File: src/rtl/indexed_scatter_add_accumulator_defines.svh
// ----------------------------------------------------------------------------
// Scatter-add accumulator: assertion macros
// Shared concurrent assertion helpers, clocked, with active-low reset masking.
// ----------------------------------------------------------------------------
`ifndef INDEXED_SCATTER_ADD_ACCUMULATOR_DEFINES_SVH
`define INDEXED_SCATTER_ADD_ACCUMULATOR_DEFINES_SVH

// Same-cycle implication.
`define ISACC_ASSERT_NOW(lbl, clk, rst_n, ante, cons) \
    lbl: assert property (@(posedge clk) disable iff (!(rst_n)) (ante) |-> (cons)) \
        else $error("assertion failed");

// Next-cycle implication.
`define ISACC_ASSERT_NEXT(lbl, clk, rst_n, ante, cons) \
    lbl: assert property (@(posedge clk) disable iff (!(rst_n)) (ante) |=> (cons)) \
        else $error("assertion failed");

`endif

File: src/rtl/isacc_pkg.sv
`timescale 1ns / 1ps
// ----------------------------------------------------------------------------
// Scatter-add accumulator package
// Payload structs, queue entry, state encoding and shared constants.
// ----------------------------------------------------------------------------
package isacc_pkg;

    localparam int ROW_W      = 10;
    localparam int COL_W      = 6;
    localparam int GRAD_W     = 32;
    localparam int ACC_W      = 40;
    localparam int CFG_ROWS_W = 11;
    localparam int CFG_FEAT_W = 7;
    localparam int CFG_DATA_W = 11;
    localparam int CFG_IDX_W  = 1;

    localparam logic [CFG_ROWS_W-1:0] ROWS_RESET = CFG_ROWS_W'(1024);
    localparam logic [CFG_FEAT_W-1:0] FEAT_RESET = CFG_FEAT_W'(64);

    typedef logic [1:0] t_status;

    localparam t_status STATUS_OK    = 2'd0;
    localparam t_status STATUS_RANGE = 2'd1;
    localparam t_status STATUS_SAT   = 2'd2;

    localparam logic OP_ACCUM = 1'b0;
    localparam logic OP_READ  = 1'b1;

    localparam logic [CFG_IDX_W-1:0] CFG_ROWS     = 1'd0;
    localparam logic [CFG_IDX_W-1:0] CFG_FEATURES = 1'd1;

    localparam logic signed [ACC_W-1:0] ACC_MAX = {1'b0, {(ACC_W-1){1'b1}}};
    localparam logic signed [ACC_W-1:0] ACC_MIN = {1'b1, {(ACC_W-1){1'b0}}};

    typedef struct packed {
        logic                     opcode;
        logic [ROW_W-1:0]         row_index;
        logic [COL_W-1:0]         column_index;
        logic signed [GRAD_W-1:0] grad_value;
    } t_in_item;

    typedef struct packed {
        logic signed [ACC_W-1:0] sum_value;
        t_status                 status;
    } t_out_item;

    // Classified request as it travels through the queue.
    typedef struct packed {
        logic                     opcode;
        logic                     in_range;
        logic [ROW_W-1:0]         row_index;
        logic [COL_W-1:0]         column_index;
        logic signed [GRAD_W-1:0] grad_value;
    } t_job;

    typedef enum logic [1:0] {
        BK_CLEAR,
        BK_IDLE,
        BK_READ,
        BK_EXEC
    } t_back_state;

endpackage

File: src/rtl/isacc_fifo.sv
`timescale 1ns / 1ps
// ----------------------------------------------------------------------------
// Request queue
// Small FIFO that decouples the front end from the read-modify-write engine.
// ----------------------------------------------------------------------------
module isacc_fifo
    import isacc_pkg::*;
#(
    parameter int DEPTH = 2
) (
    input  logic i_clk,
    input  logic i_rst_n,
    input  logic i_push,
    input  t_job i_job,
    input  logic i_pop,
    output t_job o_job,
    output logic o_full,
    output logic o_empty
);

    localparam int PW = (DEPTH > 1) ? $clog2(DEPTH) : 1;
    localparam int CW = $clog2(DEPTH + 1);

    t_job            r_mem [DEPTH];
    logic [PW-1:0]   r_wr_ptr;
    logic [PW-1:0]   r_rd_ptr;
    logic [CW-1:0]   r_count;

    assign o_full  = (r_count == CW'(DEPTH));
    assign o_empty = (r_count == '0);
    assign o_job   = r_mem[r_rd_ptr];

    always_ff @(posedge i_clk) begin
        if (i_push) begin
            r_mem[r_wr_ptr] <= i_job;
        end
    end

    always_ff @(posedge i_clk) begin
        if (!i_rst_n) begin
            r_wr_ptr <= '0;
            r_rd_ptr <= '0;
            r_count  <= '0;
        end else begin
            if (i_push) begin
                r_wr_ptr <= (r_wr_ptr == PW'(DEPTH - 1)) ? '0 : r_wr_ptr + 1'b1;
            end
            if (i_pop) begin
                r_rd_ptr <= (r_rd_ptr == PW'(DEPTH - 1)) ? '0 : r_rd_ptr + 1'b1;
            end
            case ({i_push, i_pop})
                2'b10:   r_count <= r_count + 1'b1;
                2'b01:   r_count <= r_count - 1'b1;
                default: r_count <= r_count;
            endcase
        end
    end

endmodule

File: config.mk
export PLATFORM = sky130hd
export DESIGN_NAME = isacc_fifo
export DESIGN_NICKNAME = d
export VERILOG_FILES = /design/src/rtl/indexed_scatter_add_accumulator_defines.svh /design/src/rtl/isacc_pkg.sv /design/src/rtl/isacc_fifo.sv
export SDC_FILE = /design/constraint.sdc
export NUM_CORES = 1
export LEC_CHECK = 0
export BUFFER_PORTS_ARGS = -buffer_cell sky130_fd_sc_hd__buf_2
export CORE_MARGIN = 1.5
export CORE_UTILIZATION = 51
export DETAILED_ROUTE_END_ITERATION = 8
export GPL_TIMING_DRIVEN = 0
export PLACE_DENSITY = 0.78
export SETUP_SLACK_MARGIN = 0.15
export SLEW_MARGIN = 20
export SYNTH_ARGS = -nofsm -noshare
export SYNTH_HDL_FRONTEND = slang
export SYNTH_SLANG_ARGS = --single-unit
File: constraint.sdc
create_clock -name i_clk -period 3.4 [get_ports i_clk]
set_input_delay 0.17 -clock i_clk [delete_from_list [all_inputs] [get_ports i_clk]]
set_output_delay 0.17 -clock i_clk [all_outputs]
set_load 0.03 [all_outputs]
## Yosys cells after proc, flatten, opt, wreduce, memory -nomap -nowiden

Memory sizes are Yosys's and may differ from the RTL's. A register that Yosys moved wholly into a read port is not among the register bits.
Index checks and enable logic that the tools add are counted.

- Bits in registers: 4
- Bits in writable memories: 100
- Bits of input ports: 54
- Output and inout bits: 52
- Word-level logic and storage cells: 20
- Memories: 1

- Add/subtract/negate cells: 4
- Eq/ne operators: 3
- Multiplexer cells: 7
- Reduce and logical (&&, ||, !) cells: 2

Memories:

| name | words | bits a word | rd ports | clocked after memory_dff | wr ports | RTL line | RTL |
|---|---|---|---|---|---|---|---|
| r_mem | 2 | 50 | 1 | 1 | 1 | isacc_fifo.sv:24 | `t_job r_mem [DEPTH];` |

Operator list:

| operator | number |
|---|---|
| two-way mux 1 bit | 6 |
| equality test 2 bit, second input constant | 2 |
| one-hot mux 2 bit (2 select lines) | 1 |
| adder 1 bit, second input constant | 2 |
| adder 2 x 1 -> 2 bit, second input constant | 1 |
| equality test 2 x 1 -> 1 bit, second input constant | 1 |
| logical NOT 2 bit | 1 |
| nonzero test 2 bit | 1 |
| subtractor 2 x 1 -> 2 bit, second input constant | 1 |

## Depth between registers and ports, before layout

- Word-level depth: 4
- Gate-level depth with buffers: 5
- Depth with buffers taken out: 5

## Worst setup path before layout

No wires, ideal clock.

- Path kind: reg2reg
- Start: register r_wr_ptr
- End: memory r_mem[0][0] (netlist bit) (enable)
- Library setup time: 0.460 ns
- Data arrival time: 2.435 ns
- Required time: 2.940 ns
- Setup slack: 0.504 ns
- Stages on the path, launching flop included: 2
- Path buffers: 0
- Period minus slack after synthesis: 2.896 ns
- Path through: dfxtp_1 -> nor2_1

RTL lines:

| item | RTL line | RTL |
|---|---|---|
| start, declared | isacc_fifo.sv:25 | `logic [PW-1:0] r_wr_ptr;` |
| start signal, assigned | isacc_fifo.sv:46 | `r_wr_ptr <= (r_wr_ptr == PW'(DEPTH - 1)) ? '0 : r_wr_ptr + 1'b1;` |
| end, declared | isacc_fifo.sv:24 |  |

No word-level cell before the write port.

==> results.md <==
- Status: completed
- Fill cells: 501
- Switch Pwr: 665.1 uW
- Clk network pwr share: 27.1%
- Placed cell count: 384
- Power Internal: 2013 uW
- Final WL: 6950 um
- Fin nets: 400
- Synth top area cells: edfxtp_1, mux2_2, dfxtp_1, and2_1, buf_2
- Worst-Margin Slew: approximately 0.7 ns
- Crit path kind: flop to output pin
- Syn-to-layout area delta: 36.28%
- Switching share of power: 24.83%
- Die Ht: 89.45 um
- Worst r2r path cells: 1
- Non-filler cells in the finished layout: ~450
- Synth area leader: edfxtp_1
- Initial Util: 52.54%
- Ys Warns: 0
- Setup crit start kind: flop
- Chip Width: 89.45 um
- CP endpoint kind: output pin
- CP arrival: 1.71 ns
- Final core occ: 71.61%
- Antenna cells: 0
- Crit path cell chain: clkbuf_1, buf_2, mux2_2, buf_2
- Layout cells sized above 1: 50.57%
- Sequential area share after synthesis: 81.42%
- Post-Syn Area: 3811 um2
- Largest net degree at the start of global routing: 51
- Critical path's slowest cell: mux2_2
- Flop pwr share: 56.4%
- Worst hold stages: 1
- PwrDens: 515.6 nW/um2
- Final Hold Fails: 0
- Core area: 7253 um2
- Critical Path RT: roughly 3.2 ns
- CP max stage delay: 0.38 ns
- IO Port Bufs: 105
- CTS root buf: clkbuf_8
- Gate count of the mapped netlist: 178
- Vias per cell: 4.777
- IO Count: 106
- RePlAce Congestion: 0.6720
- CP bufs+invs: 3
- Final setup margin: about 1.5 ns
- VDD IR max: 0.0003037 V
- Clock-pin slew on the worst setup and hold paths: 0.09 ns
- Syn nets: between 200 and 250
- RSZ-0062 raised after global routing: no
- Sequential cell area: 3103 um2
- Worst Hold Class: input port to flop
- Tmin final: 1.876 ns
- Fmax: approximately 530 MHz
- Skew-Pair Late Insertion Delay: ~0.35 ns
- Num Clock Sinks: 105
- Unique masters post-synth: 17
- Number of gates resized after cts: 0
- Seq cells post-synth: between 100 and 150
- Max-Cap Viols: 0
- Final ANT Viol Nets: 0
- Die area: 8000 um2
- Critical Path Most Common Cell: buf_2
- Placement Setup Slack: 1.870 ns
- Leak: between 0.0015 and 0.002 uW
- Largest delay share family, worst path: buffers and inverters
- Vias: 2145
- Total negative slack: 0 ns
- Max Slew Vio Count: 0
- CTS tree: built
- Crit Path Max Fanout: 10
- # DRC: 0
- Hold slack: 0.02189 ns
- Hpwl dp: 4166 um
- Max clock buf depth: 2
- Remaining global-route overflow: 0
- GRT Util Overall: 17.50%
- Vias in the first global route: ~2300
- Crit share post-route: 55.16%
- Logic pwr share: 16.6%
- Pre-antenna DRT Iters: 4
- Clock Skew: approximately 0.009 ns
- H-tree levels: 3
- WL/cell: 15.48 um
- Mapped Avg Cell Area: 21.41 um2
- First-pass GRT wire length: 10090 um
- Area of the multi-input gates: 685.7 um2
- Std cell rows: 31
- 1st-iter DRT viols: 63
- Final setup fails: 0
- Crit. path cell count: 4
- Initial antenna violation count: 0
- TritonCTS Buffers: 9
- Rel. slew slack: 53.45%
- Top cell type's share of synthesized area: about four fifths
cells in the mapped netlist:
| cell | count |
|---|---|
| a21boi_1 | 1 |
| and2_1 | 4 |
| and2b_2 | 1 |
| buf_2 | 5 |
| clkbuf_1 | 1 |
| dfxtp_1 | 5 |
| edfxtp_1 | 100 |
| ha_1 | 1 |
| inv_1 | 1 |
| mux2_2 | 50 |
| nor2_1 | 2 |
| nor2b_1 | 1 |
| o21a_1 | 1 |
| o21ai_0 | 1 |
| or3_1 | 1 |
| xnor2_1 | 2 |
| xor2_1 | 1 |
flip-flops by register name (all words and copies together), names as in the netlist, named ones only:
signal / flops
r_count: 2
r_rd_ptr: 1
r_mem: 100
r_wr_ptr: 1
cell type report:
type	count	area share, %
Timing Repair Buffer	156	20.48
Clock inverter	6	1.108
Sequential cell	105	59.74
Clock buffer	10	2.457
Tap cell	99	2.385
Multi-Input combinational cell	66	13.20
Inverter	1	0.07227
Buffer	6	0.5541
cells in the final DEF, fill, tap and decap left out:
master and count:
inv_1 1, inv_6 1, xor2_1 1, buf_16 1, clkinvlp_4 1, nor2_4 1
dlygate4sd3_1 49, clkinv_1 3, mux2_2 50, dfxtp_1 5, o21ai_0 1, xnor2_1 2
or3_1 1, nor2_1 1, a21boi_1 1, and2_4 1, nor2b_1 1, o21a_1 1
buf_2 110, and2_1 3, and2b_2 1, clkbuf_8 9, clkbuf_1 2, bufinv_16 1
ha_1 1, edfxtp_1 100, buf_12 1
worst paths after layout:
path	slack [ns]	startpoint	end
worst min-delay path	0.02	i_job[48]	r_mem[0][48]
worst max register to register	1.98	r_wr_ptr	r_mem[1][44]
worst min register to register	0.54	r_count[1]	r_count[1]
worst max-delay path	1.52	flop	o_job[38]
routing by layer:
layer  up-vias  track usage [%]  share of wire [%]
met4         0            8.671                1.2
met5         -                0                  0
met2        59            32.26                 57
li1       1030                -                  -
met1      1050            18.55                 38
met3         6            4.340                3.8
power by group through the flow:
stage	sequential [uW]	combinational, uW	clock, uW
2_1_floorplan	1540	272	0
3_3_place_gp	1540	384	0
3_5_place_dp	1540	403	0
4_1_cts	1510	444	744
5_1_grt	1520	475	791
6_report	1510	444	725
what timing repair did:
item	in CTS	in global routing
hold buffers	44	5
buffers inserted	0	0
hold endpoints to repair	85	9
kinds of logic (layout without fill, tap and decap cells):
logic type	Yosys count	count (layout)	synth area share, %
AOI/OAI and AO/OA	3	3	0.5253
xor gates and xnor gates	3	3	0.6896
adders and majority gates	1	1	0.3282
buffers and inverters	7	179	0.8533
DFF	105	105	81.42
muxes	50	50	14.77
and+or+nand+nor	9	9	1.412
through the flow:
| stage | instance area [um2] | total power (uW) |
|---|---|---|
| floorplan | 3811 | 1807 |
| global placement | 4461 | 1923 |
| detailed placement | 4518 | 1942 |
| CTS | 5144 | 2698 |
| global route | 5194 | 2782 |
| finish | 5194 | 2678 |
Note: power is estimated with default switching activity, not from simulation.
