## src/rtl/indexed_scatter_add_accumulator_defines.svh

```systemverilog
// ----------------------------------------------------------------------------
// Scatter-add accumulator: assertion macros
// Shared concurrent assertion helpers, clocked, with active-low reset masking.
// ----------------------------------------------------------------------------
`ifndef INDEXED_SCATTER_ADD_ACCUMULATOR_DEFINES_SVH
`define INDEXED_SCATTER_ADD_ACCUMULATOR_DEFINES_SVH

// Same-cycle implication.
`define ISACC_ASSERT_NOW(lbl, clk, rst_n, ante, cons) \
    lbl: assert property (@(posedge clk) disable iff (!(rst_n)) (ante) |-> (cons)) \
        else $error("assertion failed");

// Next-cycle implication.
`define ISACC_ASSERT_NEXT(lbl, clk, rst_n, ante, cons) \
    lbl: assert property (@(posedge clk) disable iff (!(rst_n)) (ante) |=> (cons)) \
        else $error("assertion failed");

`endif

```

## src/rtl/isacc_pkg.sv

```systemverilog
`timescale 1ns / 1ps
// ----------------------------------------------------------------------------
// Scatter-add accumulator package
// Payload structs, queue entry, state encoding and shared constants.
// ----------------------------------------------------------------------------
package isacc_pkg;

    localparam int ROW_W      = 10;
    localparam int COL_W      = 6;
    localparam int GRAD_W     = 32;
    localparam int ACC_W      = 40;
    localparam int CFG_ROWS_W = 11;
    localparam int CFG_FEAT_W = 7;
    localparam int CFG_DATA_W = 11;
    localparam int CFG_IDX_W  = 1;

    localparam logic [CFG_ROWS_W-1:0] ROWS_RESET = CFG_ROWS_W'(1024);
    localparam logic [CFG_FEAT_W-1:0] FEAT_RESET = CFG_FEAT_W'(64);

    typedef logic [1:0] t_status;

    localparam t_status STATUS_OK    = 2'd0;
    localparam t_status STATUS_RANGE = 2'd1;
    localparam t_status STATUS_SAT   = 2'd2;

    localparam logic OP_ACCUM = 1'b0;
    localparam logic OP_READ  = 1'b1;

    localparam logic [CFG_IDX_W-1:0] CFG_ROWS     = 1'd0;
    localparam logic [CFG_IDX_W-1:0] CFG_FEATURES = 1'd1;

    localparam logic signed [ACC_W-1:0] ACC_MAX = {1'b0, {(ACC_W-1){1'b1}}};
    localparam logic signed [ACC_W-1:0] ACC_MIN = {1'b1, {(ACC_W-1){1'b0}}};

    typedef struct packed {
        logic                     opcode;
        logic [ROW_W-1:0]         row_index;
        logic [COL_W-1:0]         column_index;
        logic signed [GRAD_W-1:0] grad_value;
    } t_in_item;

    typedef struct packed {
        logic signed [ACC_W-1:0] sum_value;
        t_status                 status;
    } t_out_item;

    // Classified request as it travels through the queue.
    typedef struct packed {
        logic                     opcode;
        logic                     in_range;
        logic [ROW_W-1:0]         row_index;
        logic [COL_W-1:0]         column_index;
        logic signed [GRAD_W-1:0] grad_value;
    } t_job;

    typedef enum logic [1:0] {
        BK_CLEAR,
        BK_IDLE,
        BK_READ,
        BK_EXEC
    } t_back_state;

endpackage

```

## src/rtl/isacc_front.sv

```systemverilog
`timescale 1ns / 1ps
// ----------------------------------------------------------------------------
// Scatter-add front end
// Holds the size registers, range-checks each request and pushes it queued.
// ----------------------------------------------------------------------------
module isacc_front
    import isacc_pkg::*;
#(
    parameter int ROWS     = 1024,
    parameter int FEATURES = 64
) (
    input  logic                  i_clk,
    input  logic                  i_rst_n,
    input  logic                  i_cfg_we,
    input  logic [CFG_IDX_W-1:0]  i_cfg_index,
    input  logic [CFG_DATA_W-1:0] i_cfg_data,
    input  logic                  i_valid,
    input  t_in_item              i_item,
    output logic                  o_stall,
    input  logic                  i_queue_full,
    input  logic                  i_clearing,
    output logic                  o_push,
    output t_job                  o_job
);

    logic [CFG_ROWS_W-1:0] r_rows_in_use;
    logic [CFG_FEAT_W-1:0] r_features_in_use;
    logic                  row_ok;
    logic                  col_ok;

    always_ff @(posedge i_clk) begin
        if (!i_rst_n) begin
            r_rows_in_use     <= ROWS_RESET;
            r_features_in_use <= FEAT_RESET;
        end else if (i_cfg_we) begin
            case (i_cfg_index)
                CFG_ROWS:     r_rows_in_use     <= i_cfg_data[CFG_ROWS_W-1:0];
                CFG_FEATURES: r_features_in_use <= i_cfg_data[CFG_FEAT_W-1:0];
                default: ;
            endcase
        end
    end

    // Bound by both the programmed size and the built table size.
    assign row_ok = (CFG_ROWS_W'(i_item.row_index) < r_rows_in_use)
                 && (32'(i_item.row_index) < 32'(ROWS));
    assign col_ok = (CFG_FEAT_W'(i_item.column_index) < r_features_in_use)
                 && (32'(i_item.column_index) < 32'(FEATURES));

    assign o_stall = i_queue_full || i_clearing;
    assign o_push  = i_valid && !o_stall;

    always_comb begin
        o_job.opcode       = i_item.opcode;
        o_job.in_range     = row_ok && col_ok;
        o_job.row_index    = i_item.row_index;
        o_job.column_index = i_item.column_index;
        o_job.grad_value   = i_item.grad_value;
    end

endmodule

```

## config.mk

```make
export PLATFORM = sky130hd
export DESIGN_NAME = isacc_front
export DESIGN_NICKNAME = d
export VERILOG_FILES = /design/src/rtl/indexed_scatter_add_accumulator_defines.svh /design/src/rtl/isacc_pkg.sv /design/src/rtl/isacc_front.sv
export SDC_FILE = /design/constraint.sdc
export NUM_CORES = 1
export LEC_CHECK = 0
export BUFFER_PORTS_ARGS = -buffer_cell sky130_fd_sc_hd__buf_2
export CAP_MARGIN = 20
export CORE_ASPECT_RATIO = 2
export CORE_MARGIN = 5
export CORE_UTILIZATION = 32
export CTS_CLUSTER_SIZE = 14
export DETAILED_ROUTE_END_ITERATION = 8
export GPL_ROUTABILITY_DRIVEN = 0
export PLACE_DENSITY = 0.71
export SYNTH_ARGS = -nofsm -noshare
export SYNTH_HDL_FRONTEND = slang
export SYNTH_SLANG_ARGS = --single-unit
export TNS_END_PERCENT = 100
```

## constraint.sdc

```tcl
create_clock -name i_clk -period 1.75 [get_ports i_clk]
set_clock_uncertainty 0.05 [all_clocks]
set_input_delay 0.2625 -clock i_clk [delete_from_list [all_inputs] [get_ports i_clk]]
set_output_delay 0.2625 -clock i_clk [all_outputs]
set_load 0.005 [all_outputs]
```

After elaboration in Yosys (flattened, before gate mapping)
Cells that the tools add are included.
{ "op_classes": {"addsub": 0, "multipliers": 0, "n_div": 0, "n_lt_le_gt_ge": 2, "n_eq_ne": 0, "shift": 0, "muxes": 0, "n_bitwise": 1, "n_reduce_logical": 6} }
{ "op_table": {"columns": ["op", "count"], "rows": [
  ["less-than comparator 10 x 11 -> 1 bit", 1],
  ["less-than comparator 6 x 7 -> 1 bit", 1],
  ["AND reduction 2 bit", 2],
  ["logical AND 1 bit", 2],
  ["zero test 1 bit", 1],
  ["logical OR 1 bit", 1],
  ["inverter 1 bit", 1]
]} }
{ "word_totals": {"reg_bits": 18, "latch_bits": 0, "ramBits": 0, "mem_bits_ro": 0, "inputBits": 67, "output_inout_bits": 52, "word_cells": 11, "memories": 0} }

Depth between registers and ports, before layout
Gate-level depths: netlist (run 1).
{ "logic_depth": {"ltp_word": 3, "depth_mapped": 6, "depth_no_buf": 6} }

Least setup slack after synthesis (run 1)
Ideal clock, no wire load.
{ "synth_path": {"path_type": "flip-flop to output port", "start": "register r_rows_in_use[2]", "end": "output port o_job[48] in the netlist's numbering", "arrival_ns": 1.205, "t_required_ns": 1.437, "slack_ns": 0.233, "stages_incl_launch_ff": 7, "n_path_buf": 0, "path_cell_list": "dfxtp_1 -> inv_1 -> ha_1 -> a21o_1 -> a31oi_1 -> o21ai_1 -> a211oi_2"} }
{ "synth_lines": {"columns": ["item", "line_no", "rtl"], "rows": [
  ["from (decl)", "isacc_front.sv:26", "logic [CFG_ROWS_W-1:0] r_rows_in_use;"],
  ["from (signal assigned)", "isacc_front.sv:37", "CFG_ROWS: r_rows_in_use <= i_cfg_data[CFG_ROWS_W-1:0];"],
  ["to (decl)", "isacc_front.sv:23", "output t_job o_job"]
]} }

==> out/results.ini, run 1 <==
[global_route]
use_met3 = 0.01325
grt_usage = 0.1037
gr-total-overflow = 0
met1_usage = 0.08609
grt_util_met2 = 0.1952
grt_max_degree = 19
busiest_layer = met2
grt_pass1_wl_um = 4816
grt_pass1_vias = 1047
antenna_found_initial = 0

[sta]
hold_viol = 0
period_share = 1.089
slew_headroom = 0.8193
worst_pin_slew_ns = 0.2705
finalSetupViolCount = 1
max_freq_ghz = 0.5245
period_needed_ns = 1.907
slew_violations = 0
layout_setup_ws_ns = -0.1566
rsz0062_at_grt = true

[die]
ios = 119
start_util = 0.3273
fp.dieW_um = 58.50
dieArea_um2 = 6258
coreArea_um2 = 4598
num_rows = 35
die_h_um = 107.0

[logic_synthesis]
yosysMostFrequentCell = buf_4
synth.largest_area_cell = buf_4
yosysWarningCount = 0
synth_area_leaders = buf_4, dfxtp_1, ha_1
synth_top_area_share = 0.2444
netlist_instances = 182
ys.flop_type = dfxtp_1
postSynth.asyncResetShare = 0
synth-edff-count = 0
syn_area_um2 = 1505
avgSynthCellArea_um2 = 8.270
synthTopCellsByCount = buf_4, nand2_1, dfxtp_1
synth_nets = 263
synth_seq_area_share = 0.2394
ys_ff_latch = 18
yosysUniqueCellTypes = 28

[outcome]
failed_checks = setup timing
run_status = finished, violations left

[clocking]
htreeDepth = 1
ctsLongestPathBuffers = 2
cts-root-buf = clkbuf_8
post_cts_buffers = 0
ctsHoldBuffers = 0
cts_tree = done
clkTransAtPathRegs_ns = 0.07
clkLatencyLatePin_ns = 0.25
cts.sinks = 18
cts_made_buffers = 3

[critical_path]
slowest_delay_ns = 0.37
path_max_fanout = 2
worstPathCellList = inv_2, ha_4, a21oi_2, or3b_1, o211ai_1, a211oi_2, buf_2
path_buf_inv = 2
startpoint_type = register
regToRegSetupSlack_ns = 1.06
cp.arrival_ns = 1.59
cp_slowest_cell = or3b_1
critPathKind = register to primary output
worst_ep_required_time_ns = 1.44
path_delay_family = simple AND/OR/NAND/NOR gates
end_kind = primary output

[drt]
dr.pass1.iters = 4
vias = 1059
routed_via_density = 4.431
wl_per_cell_um = 13.27
drtAntennaViolNets = 0
drt_iter0_drc = 13
route.detailed.drc = 0
totalWireLength_um = 3171

[place]
io_buffer_count = 52
place_area_um2 = 1416
place_hpwl_um = 2751

[power]
p_leak_nw = 0.6612
p_per_area_nw_per_um2 = 652.4
power_w = 0.001002
irDropWorstVdd_mv = 0.4023

[final_layout]
area_growth_pct = 2.078
drive_gt1_frac = 0.4457
diodes = 0
design_area_um2 = 1536
fin_nets = 266

[flow_run]
drv_cap = 0

[min_path]
hold_path_class = input port to register

==> metal layers <==
metal / share of wire / vias to the layer above
li1: - / 545
met1: 0.30 / 459
met2: 0.56 / 37
met3: 0.068 / 18
met4: 0.067 / 0
met5: 0 / -
==> cell type report <==
| cell class | count | area [um2] |
|---|---|---|
| inverters | 15 | 56.30 |
| flip-flops and latches | 18 | 364.1 |
| repair buffers | 52 | 260.3 |
| well taps | 55 | 68.82 |
| fillers | 501 | 3062 |
| multi-input cells | 95 | 732.0 |
| clock buffers | 4 | 55.05 |
==> cells in the final DEF, fill, tap and decap left out <==
master    synthesis  routed
a31oi_1           1       1
nor3_1            1       1
nor2_1            2       2
nand4b_1          1       1
clkbuf_8          0       4
ha_4              0       4
or3b_1            1       1
a21boi_2          9       9
a21boi_0          7       7
o211ai_1          1       1
inv_2             0       3
a211oi_1          1       1
a21o_1            2       2
nor2b_4           1       1
a21oi_2           0       2
dfxtp_1          18      15
nand3_1           9       9
nand4_1           1       1
nand2b_4          1       1
ha_1             14      10
o21a_1            1       1
a21oi_1           4       2
and4b_1           1       1
buf_2             0      52
nand2b_1          3       3
o21ai_2           0       1
nand2_1          31      31
inv_1            15      12
a211oi_2          1       1
dfxtp_2           0       3
or2_2             1       1
==> flip-flops by register name, indices dropped and copies added, names as in the netlist <==
name               flops
r_features_in_use      7
r_rows_in_use         11
==> worst paths after layout <==
check,from,endpoint,cells after the start
hold reg to reg,r_rows_in_use[1],r_rows_in_use[1],2
hold / removal,i_cfg_data[10],r_rows_in_use[10],3
setup / recovery,r_rows_in_use[8],o_job[48],7
setup reg to reg,r_features_in_use[0],r_features_in_use[0],2
==> kinds of logic (layout without fill, tap and decap cells) <==
group           Yosys count  in the layout  synth area share
fa+ha+maj                14             14            0.1164
flops                    18             18            0.2394
compound gates           28             28            0.1563
simple gates             53             53            0.1729
buf+inv                  69             71            0.3150
==> where the power goes <==
group | internal, W | total [W] | switching, W | leakage (nW)
combinational | 0.000113 | 0.000223 | 0.000110 | 0.484
clock | 0.000200 | 0.000337 | 0.000137 | 0.0288
sequential | 0.000430 | 0.000442 | 0.0000114 | 0.149
==> worst min-delay path, delay by kind of cell <==
family / cells / cell delay, ns
AND/OR/NAND/NOR: 2 / 0.11
buffers and inverters: 1 / 0.07
==> timing repair <==
item                                    4_1_cts  5_1_grt
pin swaps                                     6        4
resized for setup                            10        3
endpoints found under the setup margin        1        1
==> metrics by stage <==
stage	std cells	utilization	setup TNS (ns)	hold WS (ns)	setup slack, ns
detailed placement	235	0.3080	-0.02495	0.4075	-0.02495
global placement	235	0.3080	-0.02927	0.4018	-0.02927
floorplan	182	-	0	0.3355	0.2330
CTS	239	0.3298	-0.1760	0.1655	-0.1760
finish	239	0.3342	-0.1566	0.1677	-0.1566
global route	239	0.3342	-0.2180	0.1790	-0.2180
Note: power is estimated with default switching activity, not from simulation.
==> inputs of run 2 (changes only) <==
CELL_PAD_IN_SITES_DETAIL_PLACEMENT = 0   (was default)
CELL_PAD_IN_SITES_GLOBAL_PLACEMENT = 2   (was default)
CORE_UTILIZATION = 20   (was 32)
PLACE_DENSITY = 0.85   (was 0.71)
SKIP_LAST_GASP = 1   (was default)
==> run 2 against run 1 <==
  * The run still ends with setup timing left
  * Critical path depth unchanged
  * Total power is 17% higher
  * Sequential power is essentially flat
  * Setup slack improved by 0.0086 ns
  * Combinational power up 4%
  * First-iteration DRC count down 7.7%
  * Flip-flop and latch count unchanged
  * Die area increased by 51%
  * Count of clock-buffer cells in the layout unchanged
  * Sequential share of layout area fell by 1.4 points
==> out/results.ini, run 2 (synthesis gave the netlist of run 1 again) <==
[sta]
rsz0062_at_grt = true
finalSetupTns_ns = -0.1480
worst_pin_slew_ns = 0.2831
slew_headroom = 0.8109
max_freq_ghz = 0.5269
layout_setup_ws_ns = -0.1480
finalSetupViolCount = 1
period_share = 1.085
hold_viol = 0
slew_violations = 0
period_needed_ns = 1.898

[clocking]
cts-root-buf = clkbuf_16
cts.sinks = 18
ctsHoldBuffers = 0
cts_tree = done
ctsLongestPathBuffers = 2
clkLatencyLatePin_ns = 0.25
post_cts_buffers = 0
htreeDepth = 1
clkTransAtPathRegs_ns = 0.05
cts_made_buffers = 3

[global_route]
antenna_found_initial = 0
gr-total-overflow = 0
grt_pass1_vias = 1195
grt_pass1_wl_um = 5416
grt_usage = 0.07370
grt_max_degree = 19

[critical_path]
cp.arrival_ns = 1.59
startpoint_type = register
critPathKind = register to primary output
reg2reg_depth = 2
path_max_fanout = 2
end_kind = primary output
worst_ep_required_time_ns = 1.44

[die]
num_rows = 44
die_h_um = 132.7
ios = 119
fp.dieW_um = 71.35
coreArea_um2 = 7322
start_util = 0.2056
dieArea_um2 = 9466

[drt]
wl_per_cell_um = 12.14
routed_via_density = 3.856
dr.pass1.iters = 4
vias = 1068
route.detailed.drc = 0
drt_iter0_drc = 12
drtAntennaViolNets = 0
totalWireLength_um = 3362

[final_layout]
layout_common_cells = buf_2, nand2_1, dfxtp_1
area_growth_pct = 8.728
largest_register_ffs = 11
diodes = 0
fin_nets = 267
regMostFlops = r_rows_in_use
final_common_cell = buf_2
design_area_um2 = 1637
reg.largest.list = r_rows_in_use x11, r_features_in_use x7
fin_cells = 277
fillers = 828
drive_gt1_frac = 0.4486

[place]
place_ws_ns = -0.08294
dp_cells = 273
place_area_um2 = 1470
io_buffer_count = 52
place_hpwl_um = 2896

[power]
p_per_area_nw_per_um2 = 718.2
irDropWorstVdd_mv = 0.2310
p_leak_nw = 0.6821

[min_path]
hold_path_class = input port to register
whs_path_depth = 3

[flow_run]
drv_cap = 0

[outcome]
run_status = finished, violations left
failed_checks = setup timing

run 2: repair_timing:
item,in CTS,in global routing
setup endpoints to repair,1,1
pin swaps,8,2
cloned,0,0
resized for setup,12,1
run 2: critical path: stages, from the launching register on:
cell,delay (ns)
dfxtp_2,0.33
inv_2,0.05
ha_4,0.26
a21oi_2,0.05
or3b_1,0.37
o211ai_1,0.10
a211oi_2,0.05
buf_2,0.13
run 2: per-layer routing:
metal | track usage | up-vias | part of all wire
li1 | - | 548 | -
met5 | 0 | - | 0
met2 | 0.1393 | 36 | 0.56
met4 | 0.05439 | 0 | 0.040
met3 | 0.01974 | 21 | 0.081
met1 | 0.06204 | 463 | 0.32
run 2: area by class of cell:
type                    instances  area (um2)  area share
clock buffers                   4       88.84     0.05428
inverters                      15       56.30     0.03440
repair buffers                 53       267.8      0.1636
well taps                      92       115.1     0.07034
multi-input cells              95       744.5      0.4549
flip-flops and latches         18       364.1      0.2225
run 2: path summary, 6_finish.rpt:
check / startpoint / slack, ns / end
max: r_rows_in_use[8] / -0.15 / o_job[48]
min: i_cfg_data[10] / 0.18 / r_rows_in_use[10]
max reg2reg: r_features_in_use[5] / 1.08 / r_features_in_use[5]
min reg2reg: r_rows_in_use[1] / 0.41 / r_rows_in_use[1]
run 2: through the flow:
step	total power, W	utilization	hold WS [ns]
floorplan	0.0006590	-	0.3355
global placement	0.0006617	0.2008	0.4035
detailed placement	0.0006682	0.2008	0.4087
CTS	0.001195	0.2235	0.1808
global route	0.001243	0.2235	0.2131
finish	0.001175	0.2235	0.1825
run 2: power by group:
group	switching (W)	internal, W	total, W
clock	0.000153	0.000348	0.000501
combinational	0.000114	0.000118	0.000232
sequential	0.0000116	0.000431	0.000443
total	0.000279	0.000897	0.00118
